**config.mk**
```make
export PLATFORM = sky130hd
export DESIGN_NAME = range_sensor_command_state_machine_flat
export DESIGN_NICKNAME = d
export VERILOG_FILES = /design/src/sv/rsc_pkg.sv /design/src/sv/rsc_if.sv /design/src/sv/rsc_cfg.sv /design/src/sv/range_sensor_command_state_machine.sv /design/src/flat_wrapper.sv
export SDC_FILE = /design/constraint.sdc
export NUM_CORES = 1
export LEC_CHECK = 0
export ABC_CLOCK_PERIOD_IN_PS = 13900
export BUFFER_PORTS_ARGS = -buffer_cell sky130_fd_sc_hd__buf_2
export CAP_MARGIN = 20
export CORE_MARGIN = 2
export CORE_UTILIZATION = 50
export DETAILED_ROUTE_END_ITERATION = 6
export PLACE_DENSITY_LB_ADDON = 0.3
export SYNTH_ARGS = -nofsm -noshare
export SYNTH_HDL_FRONTEND = slang
export SYNTH_SLANG_ARGS = --single-unit
```
**constraint.sdc**
```tcl
create_clock -name clk -period 13.9 [get_ports clk]
set_input_delay 1.39 -clock clk [delete_from_list [all_inputs] [get_ports clk]]
set_output_delay 1.39 -clock clk [all_outputs]
set_load 0.03 [all_outputs]
```
**src/sv/rsc_pkg.sv**
```systemverilog
// Shared types and constants for the range sensor command controller.
// No dependencies; rsc_cfg and the controller refer to it by scoped names.
package rsc_pkg;

    // Count at which an endless multi-scan run folds its sent counter back to zero
    localparam int unsigned ENDLESS_WRAP = 100;

    localparam int unsigned STEP_W   = 14;
    localparam int unsigned WINDOW_W = 16;
    localparam int unsigned PADDR_W  = 4;
    localparam int unsigned PDATA_W  = 32;

    typedef enum logic [3:0] {
        K_BM           = 4'd0,
        K_QT           = 4'd1,
        K_RS           = 4'd2,
        K_TM           = 4'd3,
        K_MX           = 4'd4,
        K_RB           = 4'd5,
        K_UNKNOWN      = 4'd6,
        K_SCAN_TICK    = 4'd7,
        K_REBOOT_START = 4'd8,
        K_BOOT_DONE    = 4'd9,
        K_DISCONNECT   = 4'd10,
        K_FORCE_STATE  = 4'd11
    } kind_t;

    typedef enum logic [2:0] {
        ST_IDLE    = 3'd0,
        ST_BOOTING = 3'd1,
        ST_SINGLE  = 3'd2,
        ST_MULTI   = 3'd3,
        ST_TIMEADJ = 3'd4,
        ST_ERROR   = 3'd5
    } state_t;

    typedef enum logic [3:0] {
        S_00 = 4'd0,
        S_01 = 4'd1,
        S_02 = 4'd2,
        S_03 = 4'd3,
        S_04 = 4'd4,
        S_05 = 4'd5,
        S_0C = 4'd6,
        S_0D = 4'd7,
        S_0E = 4'd8,
        S_0L = 4'd9,
        S_10 = 4'd10,
        S_99 = 4'd11
    } status_t;

    typedef enum logic [1:0] {
        LEN_OK    = 2'd0,
        LEN_SHORT = 2'd1,
        LEN_LONG  = 2'd2
    } len_t;

    typedef enum logic [1:0] {
        TM_ENTER = 2'd0,
        TM_READ  = 2'd1,
        TM_LEAVE = 2'd2,
        TM_OTHER = 2'd3
    } tm_t;

    typedef enum logic [1:0] {
        REG_MIN_STEP  = 2'd0,
        REG_MAX_STEP  = 2'd1,
        REG_RB_WINDOW = 2'd2
    } reg_idx_t;

    localparam logic [STEP_W-1:0]   MIN_STEP_RST  = 14'd0;
    localparam logic [STEP_W-1:0]   MAX_STEP_RST  = 14'd1080;
    localparam logic [WINDOW_W-1:0] RB_WINDOW_RST = 16'd1000;

    typedef struct packed {
        logic [STEP_W-1:0]   min_step;
        logic [STEP_W-1:0]   max_step;
        logic [WINDOW_W-1:0] reboot_window_ms;
    } cfg_t;

endpackage

```
**src/sv/rsc_if.sv**
```systemverilog
// Command and reply channel interfaces for the range sensor controller.
// Depends on nothing; widths follow the field list of the block.
interface rsc_cmd_if;
    logic        valid;
    logic        ready;
    logic [3:0]  kind;
    logic [1:0]  length_status;
    logic [1:0]  tm_sub;
    logic        with_intensity;
    logic        fields_valid;
    logic [13:0] start_step;
    logic [13:0] end_step;
    logic [6:0]  group_size;
    logic [3:0]  skip_scans;
    logic [6:0]  scan_total;
    logic [31:0] now_ms;
    logic [2:0]  forced_state;

    modport source (
        output valid, kind, length_status, tm_sub, with_intensity, fields_valid,
               start_step, end_step, group_size, skip_scans, scan_total, now_ms,
               forced_state,
        input  ready
    );
    modport sink (
        input  valid, kind, length_status, tm_sub, with_intensity, fields_valid,
               start_step, end_step, group_size, skip_scans, scan_total, now_ms,
               forced_state,
        output ready
    );
endinterface

interface rsc_rsp_if;
    logic        valid;
    logic        ready;
    logic        reply_valid;
    logic [3:0]  status;
    logic [2:0]  sensor_state;
    logic        send_timestamp;
    logic [6:0]  scans_left;
    logic        frame_intensity;
    logic        epoch_reset;
    logic        reboot_scheduled;
    logic [15:0] boots;

    modport source (
        output valid, reply_valid, status, sensor_state, send_timestamp, scans_left,
               frame_intensity, epoch_reset, reboot_scheduled, boots,
        input  ready
    );
    modport sink (
        input  valid, reply_valid, status, sensor_state, send_timestamp, scans_left,
               frame_intensity, epoch_reset, reboot_scheduled, boots,
        output ready
    );
endinterface

```
**src/sv/rsc_cfg.sv**
```systemverilog
// APB-style configuration registers of the range sensor controller.
// Depends on rsc_pkg for the register indexes, reset values and cfg_t.
module rsc_cfg (
    input  logic                         clk,
    input  logic                         rst_n,
    input  logic                         psel,
    input  logic                         penable,
    input  logic                         pwrite,
    input  logic [rsc_pkg::PADDR_W-1:0]  paddr,
    input  logic [rsc_pkg::PDATA_W-1:0]  pwdata,
    output logic [rsc_pkg::PDATA_W-1:0]  prdata,
    output logic                         pready,
    output rsc_pkg::cfg_t                cfg
);

    rsc_pkg::cfg_t cfg_reg;
    logic [1:0]    idx;
    logic          wr_en;

    assign pready = 1'b1;
    assign idx    = paddr[rsc_pkg::PADDR_W-1:2];
    assign wr_en  = psel && penable && pwrite;

    always_ff @(posedge clk or negedge rst_n)
    begin
        if (!rst_n)
        begin
            cfg_reg.min_step         <= rsc_pkg::MIN_STEP_RST;
            cfg_reg.max_step         <= rsc_pkg::MAX_STEP_RST;
            cfg_reg.reboot_window_ms <= rsc_pkg::RB_WINDOW_RST;
        end
        else if (wr_en)
        begin
            case (idx)
                rsc_pkg::REG_MIN_STEP:  cfg_reg.min_step <= pwdata[rsc_pkg::STEP_W-1:0];
                rsc_pkg::REG_MAX_STEP:  cfg_reg.max_step <= pwdata[rsc_pkg::STEP_W-1:0];
                rsc_pkg::REG_RB_WINDOW:
                    cfg_reg.reboot_window_ms <= pwdata[rsc_pkg::WINDOW_W-1:0];
                default: ;
            endcase
        end
    end

    always_comb
    begin
        case (idx)
            rsc_pkg::REG_MIN_STEP:  prdata = {18'd0, cfg_reg.min_step};
            rsc_pkg::REG_MAX_STEP:  prdata = {18'd0, cfg_reg.max_step};
            rsc_pkg::REG_RB_WINDOW: prdata = {16'd0, cfg_reg.reboot_window_ms};
            default:                prdata = '0;
        endcase
    end

    assign cfg = cfg_reg;

endmodule

```
**src/sv/range_sensor_command_state_machine.sv**
```systemverilog
// Range sensor command controller: state, multi-scan settings, counters.
// Depends on rsc_pkg, rsc_if (rsc_cmd_if, rsc_rsp_if) and rsc_cfg.
//
// Usage:
//   cmd carries one decoded command, scan tick or lifecycle event per beat;
//   rsp returns exactly one result beat for every cmd beat, in order.
//   Configuration (min_step, max_step, reboot_window_ms) is written through
//   the APB-style port at byte addresses 0, 4 and 8 while the block is idle.
// Decode and throughput:
//   An accepted beat is decoded against the current state in the same cycle;
//   state and the result register load at that edge, so the result is shown
//   in the cycle after acceptance. One beat per cycle is sustained while
//   rsp.ready stays high.
// Stall:
//   cmd.ready drops only while a result is held and rsp.ready is low; the
//   result register holds until it is taken, and the next beat follows in the
//   cycle that it leaves.
// Reset:
//   rst_n clears the result valid flag and puts the sensor into booting with
//   cleared settings (group size 1) and counters; config registers take their defaults.
module range_sensor_command_state_machine #(
    parameter int unsigned ENDLESS_WRAP = rsc_pkg::ENDLESS_WRAP
) (
    input  logic                        clk,
    input  logic                        rst_n,
    input  logic                        psel,
    input  logic                        penable,
    input  logic                        pwrite,
    input  logic [rsc_pkg::PADDR_W-1:0] paddr,
    input  logic [rsc_pkg::PDATA_W-1:0] pwdata,
    output logic [rsc_pkg::PDATA_W-1:0] prdata,
    output logic                        pready,
    rsc_cmd_if.sink                     cmd,
    rsc_rsp_if.source                   rsp
);

    localparam logic [6:0] WRAP = 7'(ENDLESS_WRAP);

    rsc_pkg::cfg_t cfg;

    rsc_cfg u_cfg (
        .clk     (clk),
        .rst_n   (rst_n),
        .psel    (psel),
        .penable (penable),
        .pwrite  (pwrite),
        .paddr   (paddr),
        .pwdata  (pwdata),
        .prdata  (prdata),
        .pready  (pready),
        .cfg     (cfg)
    );

    // sensor state
    rsc_pkg::state_t mode_reg, mode_next;
    logic        intensity_reg, intensity_next;
    logic [13:0] win_start_reg, win_start_next;
    logic [13:0] win_end_reg, win_end_next;
    logic [6:0]  group_reg, group_next;
    logic [3:0]  skip_limit_reg, skip_limit_next;
    logic [6:0]  scan_limit_reg, scan_limit_next;
    logic [3:0]  skip_cnt_reg, skip_cnt_next;
    logic [6:0]  sent_cnt_reg, sent_cnt_next;
    logic [31:0] last_rb_reg, last_rb_next;
    logic        rb_seen_reg, rb_seen_next;
    logic [15:0] boot_cnt_reg, boot_cnt_next;

    // result register
    logic        out_valid_reg;
    logic        reply_valid_reg, reply_valid_next;
    rsc_pkg::status_t status_reg, status_next;
    rsc_pkg::state_t  state_out_reg;
    logic        tstamp_reg, tstamp_next;
    logic [6:0]  left_reg, left_next;
    logic        fint_reg, fint_next;
    logic        epoch_reg, epoch_next;
    logic        rbs_reg, rbs_next;
    logic [15:0] boots_reg;

    logic        accept;
    logic        len_err;
    logic        st_err;
    logic        mx_order_err;
    logic        mx_range_err;
    logic        rb_first;
    logic [31:0] rb_gap;
    logic [4:0]  skip_p1;
    logic        tick_fire;
    logic [7:0]  sent_p1;
    logic [6:0]  sent_inc;

    assign cmd.ready = !out_valid_reg || rsp.ready;
    assign accept    = cmd.valid && cmd.ready;

    assign len_err      = cmd.length_status != rsc_pkg::LEN_OK;
    assign st_err       = mode_reg == rsc_pkg::ST_ERROR;
    assign mx_order_err = cmd.start_step > cmd.end_step;
    assign mx_range_err = (cmd.start_step < cfg.min_step) || (cmd.end_step > cfg.max_step);
    assign rb_gap       = cmd.now_ms - last_rb_reg;
    assign rb_first     = !rb_seen_reg || (rb_gap > {16'd0, cfg.reboot_window_ms});
    assign skip_p1      = {1'b0, skip_cnt_reg} + 5'd1;
    assign tick_fire    = (mode_reg == rsc_pkg::ST_MULTI) && (skip_p1 > {1'b0, skip_limit_reg});
    assign sent_p1      = {1'b0, sent_cnt_reg} + 8'd1;
    // sent counter increment saturates at 127 rather than wrapping past the 7-bit range
    assign sent_inc     = (sent_cnt_reg != 7'd127) ? sent_p1[6:0] : sent_cnt_reg;

    // next sensor state
    always_comb
    begin
        mode_next = mode_reg;
        case (cmd.kind)
            rsc_pkg::K_BM:
                if (!len_err && mode_reg == rsc_pkg::ST_IDLE)
                    mode_next = rsc_pkg::ST_SINGLE;
            rsc_pkg::K_QT:
                if (!len_err && !st_err &&
                    (mode_reg inside {rsc_pkg::ST_SINGLE, rsc_pkg::ST_MULTI, rsc_pkg::ST_IDLE}))
                    mode_next = rsc_pkg::ST_IDLE;
            rsc_pkg::K_RS:
                if (!len_err && !st_err)
                    mode_next = rsc_pkg::ST_IDLE;
            rsc_pkg::K_TM:
                if (!len_err && !st_err)
                begin
                    if (cmd.tm_sub == rsc_pkg::TM_ENTER &&
                        (mode_reg inside {rsc_pkg::ST_IDLE, rsc_pkg::ST_SINGLE}))
                        mode_next = rsc_pkg::ST_TIMEADJ;
                    else if (cmd.tm_sub == rsc_pkg::TM_LEAVE && mode_reg == rsc_pkg::ST_TIMEADJ)
                        mode_next = rsc_pkg::ST_IDLE;
                end
            rsc_pkg::K_MX:
                if (!len_err && cmd.fields_valid && !mx_order_err && !mx_range_err)
                    mode_next = rsc_pkg::ST_MULTI;
            rsc_pkg::K_SCAN_TICK:
                if (tick_fire && scan_limit_reg != 7'd0 && sent_inc >= scan_limit_reg)
                    mode_next = rsc_pkg::ST_IDLE;
            rsc_pkg::K_REBOOT_START:
                mode_next = rsc_pkg::ST_BOOTING;
            rsc_pkg::K_BOOT_DONE:
                mode_next = rsc_pkg::ST_IDLE;
            rsc_pkg::K_DISCONNECT:
                if (!(mode_reg inside {rsc_pkg::ST_BOOTING, rsc_pkg::ST_ERROR}))
                    mode_next = rsc_pkg::ST_IDLE;
            rsc_pkg::K_FORCE_STATE:
                if (cmd.forced_state <= 3'(rsc_pkg::ST_ERROR))
                    mode_next = rsc_pkg::state_t'(cmd.forced_state);
            default: ;
        endcase
    end

    // reply fields, settings and counters
    always_comb
    begin
        reply_valid_next = 1'b0;
        status_next      = rsc_pkg::S_00;
        tstamp_next      = 1'b0;
        left_next        = 7'd0;
        fint_next        = 1'b0;
        epoch_next       = 1'b0;
        rbs_next         = 1'b0;
        intensity_next   = intensity_reg;
        win_start_next   = win_start_reg;
        win_end_next     = win_end_reg;
        group_next       = group_reg;
        skip_limit_next  = skip_limit_reg;
        scan_limit_next  = scan_limit_reg;
        skip_cnt_next    = skip_cnt_reg;
        sent_cnt_next    = sent_cnt_reg;
        last_rb_next     = last_rb_reg;
        rb_seen_next     = rb_seen_reg;
        boot_cnt_next    = boot_cnt_reg;

        if ((cmd.kind inside {[rsc_pkg::K_BM:rsc_pkg::K_RB]}) && len_err)
        begin
            reply_valid_next = 1'b1;
            status_next = (cmd.length_status == rsc_pkg::LEN_SHORT) ? rsc_pkg::S_0C
                                                                     : rsc_pkg::S_0D;
        end
        else
        begin
            case (cmd.kind)
                rsc_pkg::K_BM:
                begin
                    reply_valid_next = 1'b1;
                    if (st_err)
                        status_next = rsc_pkg::S_0L;
                    else if (mode_reg == rsc_pkg::ST_IDLE)
                        status_next = rsc_pkg::S_00;
                    else if (mode_reg inside {rsc_pkg::ST_SINGLE, rsc_pkg::ST_MULTI})
                        status_next = rsc_pkg::S_02;
                    else
                        status_next = rsc_pkg::S_10;
                end
                rsc_pkg::K_QT:
                begin
                    reply_valid_next = 1'b1;
                    if (st_err)
                        status_next = rsc_pkg::S_0L;
                    else if (mode_reg inside {rsc_pkg::ST_SINGLE, rsc_pkg::ST_MULTI,
                                              rsc_pkg::ST_IDLE})
                        status_next = rsc_pkg::S_00;
                    else
                        status_next = rsc_pkg::S_10;
                end
                rsc_pkg::K_RS:
                begin
                    reply_valid_next = 1'b1;
                    if (st_err)
                        status_next = rsc_pkg::S_0L;
                    else
                        epoch_next = 1'b1;
                end
                rsc_pkg::K_TM:
                begin
                    reply_valid_next = 1'b1;
                    if (st_err)
                        status_next = rsc_pkg::S_0L;
                    else
                    begin
                        case (cmd.tm_sub)
                            rsc_pkg::TM_ENTER:
                                if (mode_reg inside {rsc_pkg::ST_IDLE, rsc_pkg::ST_SINGLE})
                                    status_next = rsc_pkg::S_00;
                                else if (mode_reg == rsc_pkg::ST_TIMEADJ)
                                    status_next = rsc_pkg::S_02;
                                else
                                    status_next = rsc_pkg::S_10;
                            rsc_pkg::TM_READ:
                                tstamp_next = 1'b1;
                            rsc_pkg::TM_LEAVE:
                                if (mode_reg == rsc_pkg::ST_TIMEADJ)
                                    status_next = rsc_pkg::S_00;
                                else if (mode_reg == rsc_pkg::ST_IDLE)
                                    status_next = rsc_pkg::S_03;
                                else
                                    status_next = rsc_pkg::S_10;
                            default:
                                status_next = rsc_pkg::S_01;
                        endcase
                    end
                end
                rsc_pkg::K_MX:
                begin
                    reply_valid_next = 1'b1;
                    if (!cmd.fields_valid)
                        status_next = rsc_pkg::S_02;
                    else
                    begin
                        // a rejected window is still loaded; only the run is not started
                        win_start_next  = cmd.start_step;
                        win_end_next    = cmd.end_step;
                        group_next      = (cmd.group_size == 7'd0) ? 7'd1 : cmd.group_size;
                        skip_limit_next = cmd.skip_scans;
                        scan_limit_next = cmd.scan_total;
                        if (mx_order_err)
                            status_next = rsc_pkg::S_05;
                        else if (mx_range_err)
                            status_next = rsc_pkg::S_04;
                        else
                        begin
                            skip_cnt_next  = 4'd0;
                            sent_cnt_next  = 7'd0;
                            intensity_next = cmd.with_intensity;
                        end
                    end
                end
                rsc_pkg::K_RB:
                begin
                    reply_valid_next = 1'b1;
                    if (rb_first)
                    begin
                        status_next  = rsc_pkg::S_01;
                        last_rb_next = cmd.now_ms;
                        rb_seen_next = 1'b1;
                    end
                    else
                        rbs_next = 1'b1;
                end
                rsc_pkg::K_UNKNOWN:
                begin
                    reply_valid_next = 1'b1;
                    status_next      = rsc_pkg::S_0E;
                end
                rsc_pkg::K_SCAN_TICK:
                    if (mode_reg == rsc_pkg::ST_MULTI)
                    begin
                        if (tick_fire)
                        begin
                            reply_valid_next = 1'b1;
                            status_next      = rsc_pkg::S_99;
                            fint_next        = intensity_reg;
                            if (scan_limit_reg != 7'd0 && {1'b0, scan_limit_reg} > sent_p1)
                                left_next = scan_limit_reg - sent_cnt_reg - 7'd1;
                            skip_cnt_next = 4'd0;
                            sent_cnt_next = sent_inc;
                            if (scan_limit_reg == 7'd0 && sent_inc >= WRAP)
                                sent_cnt_next = 7'd0;
                        end
                        else
                            skip_cnt_next = skip_p1[3:0];
                    end
                rsc_pkg::K_BOOT_DONE:
                    boot_cnt_next = boot_cnt_reg + 16'd1;
                default: ;
            endcase
        end
    end

    always_ff @(posedge clk or negedge rst_n)
    begin
        if (!rst_n)
        begin
            mode_reg       <= rsc_pkg::ST_BOOTING;
            intensity_reg  <= 1'b0;
            win_start_reg  <= 14'd0;
            win_end_reg    <= 14'd0;
            group_reg      <= 7'd1;
            skip_limit_reg <= 4'd0;
            scan_limit_reg <= 7'd0;
            skip_cnt_reg   <= 4'd0;
            sent_cnt_reg   <= 7'd0;
            last_rb_reg    <= 32'd0;
            rb_seen_reg    <= 1'b0;
            boot_cnt_reg   <= 16'd0;
            out_valid_reg  <= 1'b0;
        end
        else
        begin
            if (accept)
            begin
                mode_reg       <= mode_next;
                intensity_reg  <= intensity_next;
                win_start_reg  <= win_start_next;
                win_end_reg    <= win_end_next;
                group_reg      <= group_next;
                skip_limit_reg <= skip_limit_next;
                scan_limit_reg <= scan_limit_next;
                skip_cnt_reg   <= skip_cnt_next;
                sent_cnt_reg   <= sent_cnt_next;
                last_rb_reg    <= last_rb_next;
                rb_seen_reg    <= rb_seen_next;
                boot_cnt_reg   <= boot_cnt_next;
            end
            if (accept)
                out_valid_reg <= 1'b1;
            else if (rsp.ready)
                out_valid_reg <= 1'b0;
        end
    end

    // result payload, no reset needed
    always_ff @(posedge clk)
    begin
        if (accept)
        begin
            reply_valid_reg <= reply_valid_next;
            status_reg      <= status_next;
            state_out_reg   <= mode_next;
            tstamp_reg      <= tstamp_next;
            left_reg        <= left_next;
            fint_reg        <= fint_next;
            epoch_reg       <= epoch_next;
            rbs_reg         <= rbs_next;
            boots_reg       <= boot_cnt_next;
        end
    end

    assign rsp.valid            = out_valid_reg;
    assign rsp.reply_valid      = reply_valid_reg;
    assign rsp.status           = status_reg;
    assign rsp.sensor_state     = state_out_reg;
    assign rsp.send_timestamp   = tstamp_reg;
    assign rsp.scans_left       = left_reg;
    assign rsp.frame_intensity  = fint_reg;
    assign rsp.epoch_reset      = epoch_reg;
    assign rsp.reboot_scheduled = rbs_reg;
    assign rsp.boots            = boots_reg;

`ifndef NO_ASSERTIONS
    a_stall_blocks_input: assert property (@(posedge clk) disable iff (!rst_n)
        out_valid_reg && !rsp.ready |-> !cmd.ready)
        else $error("input taken while a result is stalled");

    a_quiet_status: assert property (@(posedge clk) disable iff (!rst_n)
        rsp.valid && !rsp.reply_valid |-> rsp.status == rsc_pkg::S_00)
        else $error("status set on a beat without a reply");

    a_left_only_in_frame: assert property (@(posedge clk) disable iff (!rst_n)
        rsp.valid && rsp.scans_left != 7'd0 |-> rsp.status == rsc_pkg::S_99)
        else $error("scans_left outside a scan frame");

    a_boot_count: assert property (@(posedge clk) disable iff (!rst_n)
        accept && cmd.kind == rsc_pkg::K_BOOT_DONE
        |=> boot_cnt_reg == $past(boot_cnt_reg) + 16'd1 && mode_reg == rsc_pkg::ST_IDLE)
        else $error("boot done did not count a boot");

    a_state_echo: assert property (@(posedge clk) disable iff (!rst_n)
        accept |=> rsp.sensor_state == mode_reg && rsp.boots == boot_cnt_reg)
        else $error("result does not match the updated state");
`endif

endmodule
```
**src/flat_wrapper.sv**
```systemverilog
// flat-port wrapper written by rule: the top's interface ports become plain ports
module range_sensor_command_state_machine_flat 
#(
    parameter int unsigned ENDLESS_WRAP = rsc_pkg::ENDLESS_WRAP
)
  (clk, rst_n, psel, penable, pwrite, paddr, pwdata, prdata, pready, cmd_valid, cmd_kind, cmd_length_status, cmd_tm_sub, cmd_with_intensity, cmd_fields_valid, cmd_start_step, cmd_end_step, cmd_group_size, cmd_skip_scans, cmd_scan_total, cmd_now_ms, cmd_forced_state, cmd_ready, rsp_valid, rsp_reply_valid, rsp_status, rsp_sensor_state, rsp_send_timestamp, rsp_scans_left, rsp_frame_intensity, rsp_epoch_reset, rsp_reboot_scheduled, rsp_boots, rsp_ready);
  rsc_cmd_if cmd_i ();
  rsc_rsp_if rsp_i ();
  input  logic clk;
  input  logic rst_n;
  input  logic psel;
  input  logic penable;
  input  logic pwrite;
  input  logic [rsc_pkg::PADDR_W-1:0] paddr;
  input  logic [rsc_pkg::PDATA_W-1:0] pwdata;
  output logic [rsc_pkg::PDATA_W-1:0] prdata;
  output logic pready;
  input wire logic [$bits(cmd_i.valid)-1:0] cmd_valid;
  input wire logic [$bits(cmd_i.kind)-1:0] cmd_kind;
  input wire logic [$bits(cmd_i.length_status)-1:0] cmd_length_status;
  input wire logic [$bits(cmd_i.tm_sub)-1:0] cmd_tm_sub;
  input wire logic [$bits(cmd_i.with_intensity)-1:0] cmd_with_intensity;
  input wire logic [$bits(cmd_i.fields_valid)-1:0] cmd_fields_valid;
  input wire logic [$bits(cmd_i.start_step)-1:0] cmd_start_step;
  input wire logic [$bits(cmd_i.end_step)-1:0] cmd_end_step;
  input wire logic [$bits(cmd_i.group_size)-1:0] cmd_group_size;
  input wire logic [$bits(cmd_i.skip_scans)-1:0] cmd_skip_scans;
  input wire logic [$bits(cmd_i.scan_total)-1:0] cmd_scan_total;
  input wire logic [$bits(cmd_i.now_ms)-1:0] cmd_now_ms;
  input wire logic [$bits(cmd_i.forced_state)-1:0] cmd_forced_state;
  output wire logic [$bits(cmd_i.ready)-1:0] cmd_ready;
  output wire logic [$bits(rsp_i.valid)-1:0] rsp_valid;
  output wire logic [$bits(rsp_i.reply_valid)-1:0] rsp_reply_valid;
  output wire logic [$bits(rsp_i.status)-1:0] rsp_status;
  output wire logic [$bits(rsp_i.sensor_state)-1:0] rsp_sensor_state;
  output wire logic [$bits(rsp_i.send_timestamp)-1:0] rsp_send_timestamp;
  output wire logic [$bits(rsp_i.scans_left)-1:0] rsp_scans_left;
  output wire logic [$bits(rsp_i.frame_intensity)-1:0] rsp_frame_intensity;
  output wire logic [$bits(rsp_i.epoch_reset)-1:0] rsp_epoch_reset;
  output wire logic [$bits(rsp_i.reboot_scheduled)-1:0] rsp_reboot_scheduled;
  output wire logic [$bits(rsp_i.boots)-1:0] rsp_boots;
  input wire logic [$bits(rsp_i.ready)-1:0] rsp_ready;
  assign cmd_i.valid = cmd_valid;
  assign cmd_i.kind = cmd_kind;
  assign cmd_i.length_status = cmd_length_status;
  assign cmd_i.tm_sub = cmd_tm_sub;
  assign cmd_i.with_intensity = cmd_with_intensity;
  assign cmd_i.fields_valid = cmd_fields_valid;
  assign cmd_i.start_step = cmd_start_step;
  assign cmd_i.end_step = cmd_end_step;
  assign cmd_i.group_size = cmd_group_size;
  assign cmd_i.skip_scans = cmd_skip_scans;
  assign cmd_i.scan_total = cmd_scan_total;
  assign cmd_i.now_ms = cmd_now_ms;
  assign cmd_i.forced_state = cmd_forced_state;
  assign cmd_ready = cmd_i.ready;
  assign rsp_valid = rsp_i.valid;
  assign rsp_reply_valid = rsp_i.reply_valid;
  assign rsp_status = rsp_i.status;
  assign rsp_sensor_state = rsp_i.sensor_state;
  assign rsp_send_timestamp = rsp_i.send_timestamp;
  assign rsp_scans_left = rsp_i.scans_left;
  assign rsp_frame_intensity = rsp_i.frame_intensity;
  assign rsp_epoch_reset = rsp_i.epoch_reset;
  assign rsp_reboot_scheduled = rsp_i.reboot_scheduled;
  assign rsp_boots = rsp_i.boots;
  assign rsp_i.ready = rsp_ready;
  range_sensor_command_state_machine #(.ENDLESS_WRAP(ENDLESS_WRAP)) u_core (.clk(clk), .rst_n(rst_n), .psel(psel), .penable(penable), .pwrite(pwrite), .paddr(paddr), .pwdata(pwdata), .prdata(prdata), .pready(pready), .cmd(cmd_i), .rsp(rsp_i));
endmodule
```
# Word-level counts from Yosys, hierarchy flattened
# Index checks and enable logic that the tools add are counted.
[totals]
ff_bits = 155
in_bits = 134
output_inout_bits = 70
elab_cells = 187
[classes]
add_sub_neg = 6
n_lt_le_gt_ge = 11
n_eq_ne = 27
mux = 57
bitwise = 10
n_reduce_logical = 54
[ops]
columns = ["operator", "n"]
rows = [
  ["4-bit two-way mux", 21],
  ["7-bit two-way mux", 7],
  ["16-bit one-hot mux with 3 select lines", 1],
  ["3-bit two-way mux", 11],
  ["32-bit by 16-bit > comparator with 1-bit output", 1],
  ["16-bit two-way mux", 2],
  ["4-bit one-hot mux with 8 select lines", 1],
  ["32-bit subtractor", 1],
  ["3-bit one-hot mux with 10 select lines", 1],
  ["14-bit > comparator", 2],
  ["1-bit logical AND", 18],
  ["16-bit by 1-bit adder with 16-bit output (second input constant)", 1],
  ["4-bit by 3-bit equality test with 1-bit output (second input constant)", 4],
  ["4-bit equality test (second input constant)", 4],
  ["14-bit less-than comparator", 1],
  ["7-bit one-hot mux with 2 select lines", 1],
  ["4-bit one-hot mux with 3 select lines", 1],
  ["2-bit nonzero test", 6],
  ["1-bit inverter", 10],
  ["1-bit two-way mux", 9],
  ["7-bit by 1-bit adder with 8-bit output (second input constant)", 1],
  ["4-bit by 2-bit equality test with 1-bit output (second input constant)", 2],
  ["7-bit by 8-bit > comparator with 1-bit output", 1],
  ["4-bit one-hot mux with 2 select lines", 1],
  ["other kinds (37)", 57],
]

# Longest topological paths before layout
# Gate-level depths: netlist of the first run.
[logic_depth]
word_depth = 8
depth_mapped = 21
ltp_nobuf = 20

# Cells and area by module
# A second synthesis of the first run with hierarchy kept.
[hier_totals]
cells_unflattened = 1187
area_unflattened_um2 = 11402.2
[by_module_without_submodules]
columns = ["mod", "n_inst", "cells_per_inst", "area_each_um2", "seq_area_each_um2"]
rows = [
  ["range_sensor_command_state_machine", 1, 1023, 9253.9, 2954.1],
  ["rsc_cfg", 1, 164, 2148.3, 1113.6],
]

# Least setup slack after synthesis of the first run
# Ideal clock, no wire load.
[synth_timing]
path_type = "input -> register"
from = "input port cmd_now_ms[0]"
to = "register u_core.last_rb_reg[0]"
setup_ps = 125
arrival_time_ps = 5473
t_required_ps = 13775
setup_slack_ps = 8302
path_stages = 21
n_path_buf = 1
cell_sequence = "inv_1 > ha_1 > fa_1 > nand2b_1 > a21oi_1 > o21a_1 > o21a_1 > nor2_1 > xnor2_1 > ha_1 > nand4_1 > nor3_1 > inv_1 > nor3_1 > nor3_1 > or4_1 > a211o_1 > nor4_2 > a21oi_2 > buf_6 > mux2_4"
[synth_via]
elab_chain_len = 4
[synth_lines]
columns = ["element", "line", "rtl"]
rows = [
  ["from (decl)", "flat_wrapper.sv:29", "input wire logic [$bits(cmd_i.now_ms)-1:0] cmd_now_ms;"],
  ["32-bit subtractor", "range_sensor_command_state_machine.sv:99", "assign rb_gap = cmd.now_ms - last_rb_reg;"],
  ["32-bit by 16-bit > comparator with 1-bit output", "range_sensor_command_state_machine.sv:100", "assign rb_first = !rb_seen_reg || (rb_gap > {16'd0, cfg.reboot_window_ms});"],
  ["1-bit logical OR", "range_sensor_command_state_machine.sv:100", ""],
  ["4-bit AND reduction (no line)", "--", ""],
  ["to (signal assigned)", "range_sensor_command_state_machine.sv:340", "last_rb_reg <= last_rb_next;"],
  ["to (decl)", "range_sensor_command_state_machine.sv:64", "logic [31:0] last_rb_reg, last_rb_next;"],
]
# Parallel ways exist; a longest one is shown, timed or not.
# A chain may end at the register's enable or synchronous reset.

# Final worst setup path of the first run
[layout_timing]
from = "input port cmd_now_ms[0]"
to = "register u_core.last_rb_reg[10]"
[layout_via]
elab_chain_len = 4
[layout_lines]
columns = ["element", "line"]
rows = [
  ["32-bit subtractor", "range_sensor_command_state_machine.sv:99"],
  ["32-bit by 16-bit > comparator with 1-bit output", "range_sensor_command_state_machine.sv:100"],
  ["1-bit logical OR", "range_sensor_command_state_machine.sv:100"],
  ["4-bit AND reduction (no line)", "--"],
]
# No other way between the ends.

==> results of run 1 <==
-- cell usage after synthesis (all sizes together), types with 3 or more instances --
cell type	count	area, sq um
dfstp	11	289
nor3	21	105
or2	6	37.5
a41oi	4	35.0
xnor2	43	377
o31a	3	26.3
inv	129	484
o31ai	4	30.0
o21a	12	90.1
nor4	8	71.3
nand2b	13	81.3
mux2	53	649
nand4	23	156
nand3	31	155
or4	3	22.5
nor2	78	293
o41ai	5	43.8
buf	30	208
a211oi	5	37.5
a21oi	83	419
and2	8	50.1
xor2	25	219
o21bai	3	22.5
nor3b	6	45.0
mux2i	19	190
or3	5	31.3
o211ai	10	75.1
o211a	6	60.1
a21o	26	195
a221oi	5	43.8
a31oi	9	56.3
a211o	6	53.8
ha	115	1440
dfrtp	109	2730
and3	16	100
nand2	142	533
a2111oi	4	35.0
a21boi	3	22.5
clkbuf	30	114
o21ai	105	526
edfxtp	35	1050
nor2b	17	106
-- stage by stage --
step	power (mW)	util (%)	setup WS, ns	hold WS [ns]
floorplan	1.08	-	8.30	0.441
global placement	1.23	55.3	7.53	0.468
detailed placement	1.25	55.3	7.45	0.482
CTS	1.72	58.0	7.90	0.494
global route	1.83	58.0	7.50	0.513
finish	1.72	58.0	7.88	0.495
-- layout make-up --
cell class                      count  area (sq um)  share of cell area, %
Tap cell                          285           357                   2.72
Inverter                          130           488                   3.72
Sequential cell                   155          4070                   31.0
Multi-Input combinational cell    967          6750                   51.4
Timing Repair Buffer              169           868                   6.61
Antenna cell                        1          2.50                 0.0191
Clock buffer                       17           425                   3.24
Clock inverter                     15           171                   1.31
-- worst max-delay path: stages --
cell	delay, ns
buf_2	0.09
inv_1	0.04
ha_1	0.22
fa_1	0.41
nand2b_1	0.18
a21oi_1	0.20
o21ai_1	0.20
a21o_1	0.25
xnor2_1	0.17
ha_1	0.34
nand4_1	0.12
nor3_1	0.20
inv_1	0.06
nor3_1	0.24
nor3_1	0.10
or4_1	0.52
a211o_1	0.26
nor4_2	0.40
a21oi_4	0.25
buf_4	0.33
mux2_4	0.33
-- cell families after synthesis --
logic type	Yosys count	synth area share, %
AOI/OAI and AO/OA	309	16.5
buffers and inverters	190	7.00
xor gates and xnor gates	68	5.15
and+or+nand+nor	384	16.0
muxes	72	7.26
DFF	155	35.2
other	2	0.0650
adders and majority gates	117	12.8
-- layer usage --
| metal | track usage, % | up-vias |
|---|---|---|
| li1 | - | 4832 |
| met5 | 0 | - |
| met2 | 37.0 | 337 |
| met1 | 32.8 | 4668 |
| met4 | 6.25 | 0 |
| met3 | 3.47 | 37 |
-- power groups by stage --
stage | combinational, mW | sequential [mW] | clock [mW]
after detailed placement | 0.650 | 0.597 | 0
after global placement | 0.635 | 0.593 | 0
final | 0.659 | 0.589 | 0.470
after floorplan | 0.482 | 0.594 | 0
after CTS | 0.655 | 0.588 | 0.477
after global routing | 0.738 | 0.598 | 0.495
-- worst paths after layout --
kind,from,to,slack (ns)
max reg2reg,u_core.last_rb_reg[0]$_DFFE_PN0P_,u_core.last_rb_reg[10]$_DFFE_PN0P_,8.58
min reg2reg,u_core.rb_seen_reg$_DFFE_PN0P_,u_core.rb_seen_reg$_DFFE_PN0P_,0.50
min,u_core.rb_seen_reg$_DFFE_PN0P_,u_core.rb_seen_reg$_DFFE_PN0P_,0.50
max,cmd_now_ms[0],u_core.last_rb_reg[10]$_DFFE_PN0P_,7.88
min in group asynchronous,rst_n,u_core.last_rb_reg[14]$_DFFE_PN0P_,0.95
max in group asynchronous,rst_n,u_core.boot_cnt_reg[12]$_DFFE_PN0P_,11.56
==> results.cfg, run 1 <==
[floorplan]
dieWidth_microns = 156
start_util_pct = 51.0
ios = 204
num_rows = 55
dieHeight_microns = 156
die-area_sq_um = 24300
core_area_sq_um = 22600

[min_path]
holdCritPathClass = reg2reg
hold_depth = 1

[route]
wl_met2_microns = 12700
firstDrtPassIters = 6
routed-via-count = 9874
routed_wl_microns = 28100
highest_layer = met4
met1_length_microns = 13500
drt_iter0_markers = 849
post-route-drc-count = 0
vias_per_cell = 5.68
ant_nets = 0
wl_per_cell_microns = 16.2
met3_length_microns = 1440

[place]
place_congestion = 0.934
placedCellCount = 1705
dpl.hpwl_microns = 21900
io_buffers = 161
place_area_sq_um = 12500

[worst_setup_path]
worstPathArrival_ns = 6.33
critPathCaptureType = flop
crit_type = in2reg
startpoint_type = input pin
cp_max_fo = 17
cp.required_ns = 14.22
rr_worst_depth = 19

[timing]
max_slew_margin_pct = 36.6
period_share_pct = 43.3
setup_viol = 0
fmax_mhz = 166
tightest_slew_ns = 0.951
rsz0062_at_grt = no
finalMaxSlewViolations = 0
finalSetupTns_ns = 0
period_needed_ns = 6.02
fin_skew_ns = 0.0127
finalHoldViolCount = 0

[clock_network]
postCtsSetupRepairBufs = 0
cts_root_buf = clkbuf_16
htree_levels = 4
cts_tree = done
clkLatencyLatePin_ns = 0.44
path_clk_slew_ns = 0.07
cts.sinks = 155
cts.path.max_buffers = 2
cts-resized-gates = 0
cts_made_buffers = 17
holdBufCountCts = 0

[synthesis]
synth_warnings = 0
syn-cell-area_sq_um = 11600
yosysUniqueCellTypes = 75
yosysSeqAreaShare_pct = 35.2
synth_flop_cell = dfrtp_1
synth_cells = 1297
synth-edff-count = 35
synthArstFlopShare_pct = 77.4
ys_seq_elements = 155
syn_area_per_cell_sq_um = 8.91

[final_layout]
drive_gt1_share_pct = 19.4
post-route-cell-area_sq_um = 13100
final_common_cell = buf_2
largest_register_ffs = 44
fillers = 2075
nNetsFinal = 1691
syn2layout_area_growth_pct = 13.6
layout.cells.non_filler = 1739
layout_common_cells = 160 x buf_2, 142 x nand2_1, 129 x inv_1

[power_and_ir_drop]
pwr-share-comb_pct = 38.4
p_clk_share_pct = 27.3
p_int_mw = 1.05
p_sw_share_pct = 38.9
power.switching_mw = 0.668
p_seq_share_pct = 34.3
irDropWorstVdd_mv = 0.0888
power_density_nw_per_um2 = 131
p_leak_nw = 6.30

[global_routing]
grt_pass1_wl_microns = 45400
grt_max_degree = 75
grt_overflow_total = 0
grt_usage_pct = 23.1
grt_pass1_vias = 9268
antenna_found_initial = 1

[run]
maxCapViolations = 0

[status]
status = finished, final reports clean
Note: power is estimated with default switching activity, not from simulation.
==> inputs of run 2 (changes only) <==
--- a/config.mk
+++ b/config.mk
@@ -5,7 +5,7 @@
 export SDC_FILE = /design/constraint.sdc
 export NUM_CORES = 1
 export LEC_CHECK = 0
-export ABC_CLOCK_PERIOD_IN_PS = 13900
+export ABC_CLOCK_PERIOD_IN_PS = 5610
 export BUFFER_PORTS_ARGS = -buffer_cell sky130_fd_sc_hd__buf_2
 export CAP_MARGIN = 20
 export CORE_MARGIN = 2
==> constraint.sdc (replaced) <==
create_clock -name clk -period 5.61 [get_ports clk]
set_input_delay 0.561 -clock clk [delete_from_list [all_inputs] [get_ports clk]]
set_output_delay 0.561 -clock clk [all_outputs]
set_load 0.03 [all_outputs]
==> results.cfg, run 2 (synthesized netlist as in run 1, its figures left out) <==
[global_routing]
grt_overflow_total = 0
antenna_found_initial = 0
grt_pass1_vias = 9439
grt_pass1_wl_microns = 46800
grt_usage_pct = 23.8
grt_max_degree = 74

[clock_network]
clkLatencyLatePin_ns = 0.44
cts_made_buffers = 17
cts_tree = done
cts.sinks = 155
htree_levels = 4
postCtsSetupRepairBufs = 0
path_clk_slew_ns = 0.07
cts.path.max_buffers = 2
cts-resized-gates = 0
cts_root_buf = clkbuf_16
holdBufCountCts = 0

[worst_setup_path]
r2r-start = u_core.last_rb_reg[0]$_DFFE_PN0P_
crit_start = u_core.last_rb_reg[0]$_DFFE_PN0P_
rr_endpoint = u_core.last_rb_reg[5]$_DFFE_PN0P_
startpoint_type = flop
cp.required_ns = 5.93
critPathCaptureType = flop
ff2ff_setup_slack_ns = 0.58
crit_type = reg2reg
critPathMaxStageDelay_ns = 0.51
rr_worst_depth = 20
critPathMostFrequentCell = nor3_1
cp_max_fo = 17
worstPathArrival_ns = 5.35
crit_slowest_cell = or4_1
crit_chain = ha_1 -> fa_1 -> nand2b_1 -> a21oi_1 -> o21a_1 -> o21a_1 -> nor2_1 -> xnor2_1 -> ha_1 -> nand4_1 -> nor3_1 -> inv_1 -> nor3_1 -> nor3_1 -> or4_1 -> a211o_1 -> nor4_2 -> a21oi_4 -> buf_4 -> mux2_4

[timing]
period_share_pct = 89.6
fin_skew_ns = 0.0195
fin_ws_ns = 0.584
rsz0062_at_grt = no
finalHoldViolCount = 0
finalSetupTns_ns = 0
finalMaxSlewViolations = 0
max_slew_margin_pct = 30.1
fmax_mhz = 199
tightest_slew_ns = 1.05
period_needed_ns = 5.03
setup_viol = 0

[final_layout]
syn2layout_area_growth_pct = 13.7
drive_gt1_share_pct = 19.5
final_common_cell = buf_2
nNetsFinal = 1693
diodes = 0
fillers = 2058
largest_register_ffs = 44
post-route-cell-area_sq_um = 13100
layout_common_cells = 160 x buf_2, 142 x nand2_1, 129 x inv_1

[place]
place_congestion = 0.924
io_buffers = 161
place_ws_ns = 0.304
dpl.hpwl_microns = 22100
place_area_sq_um = 12500

[route]
routed-via-count = 9854
drt_iter0_markers = 798
routed_wl_microns = 28300
wl_per_cell_microns = 16.2
ant_nets = 0
firstDrtPassIters = 6
post-route-drc-count = 0
vias_per_cell = 5.66

[power_and_ir_drop]
p_clk_share_pct = 27.0
p_leak_nw = 6.31
power.switching_mw = 1.65
p_int_mw = 2.60
power_density_nw_per_um2 = 323
irDropWorstVdd_mv = 0.191
pwr-share-comb_pct = 38.6
p_sw_share_pct = 38.8
p_seq_share_pct = 34.4

[floorplan]
start_util_pct = 51.0
ios = 204
core_area_sq_um = 22600
dieWidth_microns = 156
num_rows = 55
die-area_sq_um = 24300
dieHeight_microns = 156

[min_path]
holdCritPathClass = in2async

[run]
maxCapViolations = 0

[status]
status = finished, final reports clean
## run 2: cell count changes in the layout (fill, tap and decap cells not counted), sizes merged
cell      previous run  this run
buf                169       171
clkinv               5         6
clkinvlp             2         1
diode                1         0
## run 2: how the worst max path moves through the flow
stage	end	slack, ns	cells after the start
2_1_floorplan	u_core.last_rb_reg[0]$_DFFE_PN0P_	0.84	21
3_3_place_gp	u_core.last_rb_reg[15]$_DFFE_PN0P_	0.36	22
3_5_place_dp	u_core.last_rb_reg[5]$_DFFE_PN0P_	0.30	22
4_1_cts	u_core.last_rb_reg[5]$_DFFE_PN0P_	0.57	20
5_1_grt	u_core.last_rb_reg[5]$_DFFE_PN0P_	0.24	20
6_report	u_core.last_rb_reg[5]$_DFFE_PN0P_	0.58	20
## run 2: cell type report
type                    instances  area, sq um  share of cell area [%]
multi-input cells             967         6750                    51.4
flip-flops and latches        155         4070                    31.0
repair buffers                171          883                    6.72
inverters                     130          488                    3.71
clock buffers                  17          425                    3.24
well taps                     285          357                    2.71
clock inverters                15          168                    1.28
## run 2: per-stage QoR
stage	total power [mW]	cells	hold slack, ns	util [%]
finish	4.25	1740	0.121	58.0
detailed placement	3.10	1708	0.484	55.4
global route	4.55	1740	0.176	58.0
floorplan	2.67	1312	0.265	-
global placement	3.04	1708	0.469	55.4
CTS	4.26	1740	0.139	58.0
## run 2: power by group through the flow
stage / Combinational (mW) / Sequential, mW / Clock (mW)
after floorplan: 1.19 / 1.47 / 0
after global placement: 1.57 / 1.47 / 0
after detailed placement: 1.62 / 1.48 / 0
after CTS: 1.63 / 1.46 / 1.17
after global routing: 1.85 / 1.49 / 1.22
final: 1.64 / 1.46 / 1.15
## run 2: metal layers
layer  track usage [%]  wire [microns]  vias up
li1                  -               -     4822
met1              34.0           13400     4688
met2              37.6           13000      315
met3              4.11            1460       29
met4              5.99             411        0
met5                 0               0        -
## run 2: worst max-delay path, delay by kind of cell, from the launching register on
kind	cells	cell delay (ns)
buffers and inverters	2	0.31
adders and majority gates	3	0.94
AOI/OAI and AO/OA	5	0.94
muxes	1	0.33
xor gates and xnor gates	1	0.14
and+or+nand+nor	8	1.84
DFF	1	0.39
==> inputs of run 3 (changes only) <==
--- a/config.mk
+++ b/config.mk
@@ -8,6 +8,7 @@
 export ABC_CLOCK_PERIOD_IN_PS = 5610
 export BUFFER_PORTS_ARGS = -buffer_cell sky130_fd_sc_hd__buf_2
 export CAP_MARGIN = 20
+export CORE_ASPECT_RATIO = 1.2
 export CORE_MARGIN = 2
 export CORE_UTILIZATION = 50
 export DETAILED_ROUTE_END_ITERATION = 6
==> results.cfg, run 3 (synthesized netlist as in run 1, its figures left out) <==
[clock_network]
cts_tree = done
cts_root_buf = clkbuf_16
cts-resized-gates = 0
holdBufCountCts = 0
htree_levels = 4
cts.sinks = 155
postCtsSetupRepairBufs = 0
cts_made_buffers = 17
cts.path.max_buffers = 2
clkLatencyLatePin_ns = 0.43
path_clk_slew_ns = 0.07

[final_layout]
nNetsFinal = 1695
fillers = 2045
largest_register_ffs = 44
final_common_cell = buf_2
drive_gt1_share_pct = 19.6
syn2layout_area_growth_pct = 14.5
layout_common_cells = 160 x buf_2, 142 x nand2_1, 129 x inv_1

[global_routing]
grt_usage_pct = 23.4
grt_pass1_wl_microns = 45800
grt_overflow_total = 0
grt_max_degree = 68
grt_pass1_vias = 9462
antenna_found_initial = 1

[place]
io_buffers = 161
dpl.hpwl_microns = 22200
place_congestion = 0.952
place_ws_ns = 0.200

[timing]
finalSetupTns_ns = 0
fin_ws_ns = 0.484
finalMaxSlewViolations = 0
fin_skew_ns = 0.00975
period_needed_ns = 5.13
fmax_mhz = 195
rsz0062_at_grt = no
period_share_pct = 91.4
tightest_slew_ns = 1.04
max_slew_margin_pct = 30.8
setup_viol = 0
finalHoldViolCount = 0

[worst_setup_path]
cp_max_fo = 13
critPathMostFrequentCell = nor3_1
crit_type = reg2reg
worstPathArrival_ns = 5.44
crit_chain = ha_1 -> fa_1 -> nand2b_1 -> a21oi_1 -> o21a_1 -> o21a_1 -> nor2_1 -> xnor2_1 -> ha_1 -> nand4_1 -> nor3_1 -> inv_1 -> nor3_1 -> nor3_1 -> or4_1 -> a211o_1 -> nor4_2 -> a21oi_4 -> buf_4 -> mux2_4
startpoint_type = flop
critPathCaptureType = flop
critPathMaxStageDelay_ns = 0.53
cp.required_ns = 5.92
crit_slowest_cell = or4_1

[route]
routed-via-count = 9845
vias_per_cell = 5.57
post-route-drc-count = 0
routed_wl_microns = 28600
drt_iter0_markers = 608
firstDrtPassIters = 6
wl_per_cell_microns = 16.2
ant_nets = 0

[run]
maxCapViolations = 0

[floorplan]
core_area_sq_um = 22600
die-area_sq_um = 24400
start_util_pct = 51.1
ios = 204
dieWidth_microns = 143
dieHeight_microns = 171
num_rows = 60

[min_path]
holdCritPathClass = in2async

[power_and_ir_drop]
total_power_mw = 4.31
irDropWorstVdd_mv = 0.250
power_density_nw_per_um2 = 326
p_leak_nw = 6.34

[status]
status = finished, final reports clean
==> run 3: changes by cell type in the layout (fill, tap and decap cells not counted) <==
cell / change
buf_4: +1
diode_2: +1
buf_12: +1
inv_8: +2
bufinv_16: +1
inv_2: -1
clkinvlp_4: -1
inv_6: -2
clkinv_1: +1
==> run 3: final timing paths <==
kind | from | to | slack, ns | depth (start not counted)
max | u_core.last_rb_reg[0]$_DFFE_PN0P_ | u_core.last_rb_reg[22]$_DFFE_PN0P_ | 0.48 | 20
min | rst_n | u_core.last_rb_reg[7]$_DFFE_PN0P_ | 0.24 | 1
max reg2reg | u_core.last_rb_reg[0]$_DFFE_PN0P_ | u_core.last_rb_reg[22]$_DFFE_PN0P_ | 0.48 | 20
min reg2reg | u_core.rb_seen_reg$_DFFE_PN0P_ | u_core.rb_seen_reg$_DFFE_PN0P_ | 0.50 | 1
max in group asynchronous | rst_n | u_core.mode_reg[2]$_DFFE_PN0P_ | 4.16 | 2
min in group clk | cmd_scan_total[5] | u_core.scan_limit_reg[5]$_DFFE_PN0P_ | 0.33 | 3
==> run 3: report_power, final <==
part           total [mW]  internal, mW  leakage (nW)  switching [mW]
sequential           1.46          1.34          1.82           0.119
combinational        1.65         0.668          4.21           0.977
clock                1.20         0.648         0.303           0.557
total                4.31          2.66          6.34            1.65
==> run 3: final cells by class <==
type / count / area [sq um] / area share (%)
antenna: 1 / 2.50 / 0.0189
clock buffer: 17 / 425 / 3.22
clock inverter: 15 / 195 / 1.48
inverter: 130 / 488 / 3.69
multi-input combinational: 967 / 6750 / 51.0
sequential: 155 / 4070 / 30.7
tap: 310 / 388 / 2.93
timing repair buffer: 173 / 911 / 6.88
==> run 3: critical path, delay by kind of cell, from the launching register on <==
kind | cells | cell delay (ns)
mux | 1 | 0.31
flops | 1 | 0.40
compound gates | 5 | 0.99
simple gates | 8 | 1.93
fa+ha+maj | 3 | 0.94
buf+inv | 2 | 0.31
xor+xnor | 1 | 0.13
==> run 3: stage by stage <==
stage	hold WS (ns)	util, %	std cells	instance area (sq um)
6_report	0.244	58.6	1768	13200
3_5_place_dp	0.486	55.8	1735	12600
2_1_floorplan	0.265	-	1312	11600
5_1_grt	0.316	58.6	1768	13200
3_3_place_gp	0.473	55.8	1735	12600
4_1_cts	0.280	58.5	1767	13200
==> run 3: per-layer routing <==
layer  wire length [microns]  part of all wire [%]  track usage (%)  up-vias
met2                   13600                    48             39.4      315
met1                   12700                    45             30.6     4653
met4                     635                   2.2             7.79        0
met3                    1580                   5.5             4.00       47
li1                        -                     -                -     4830
met5                       0                     0                0        -
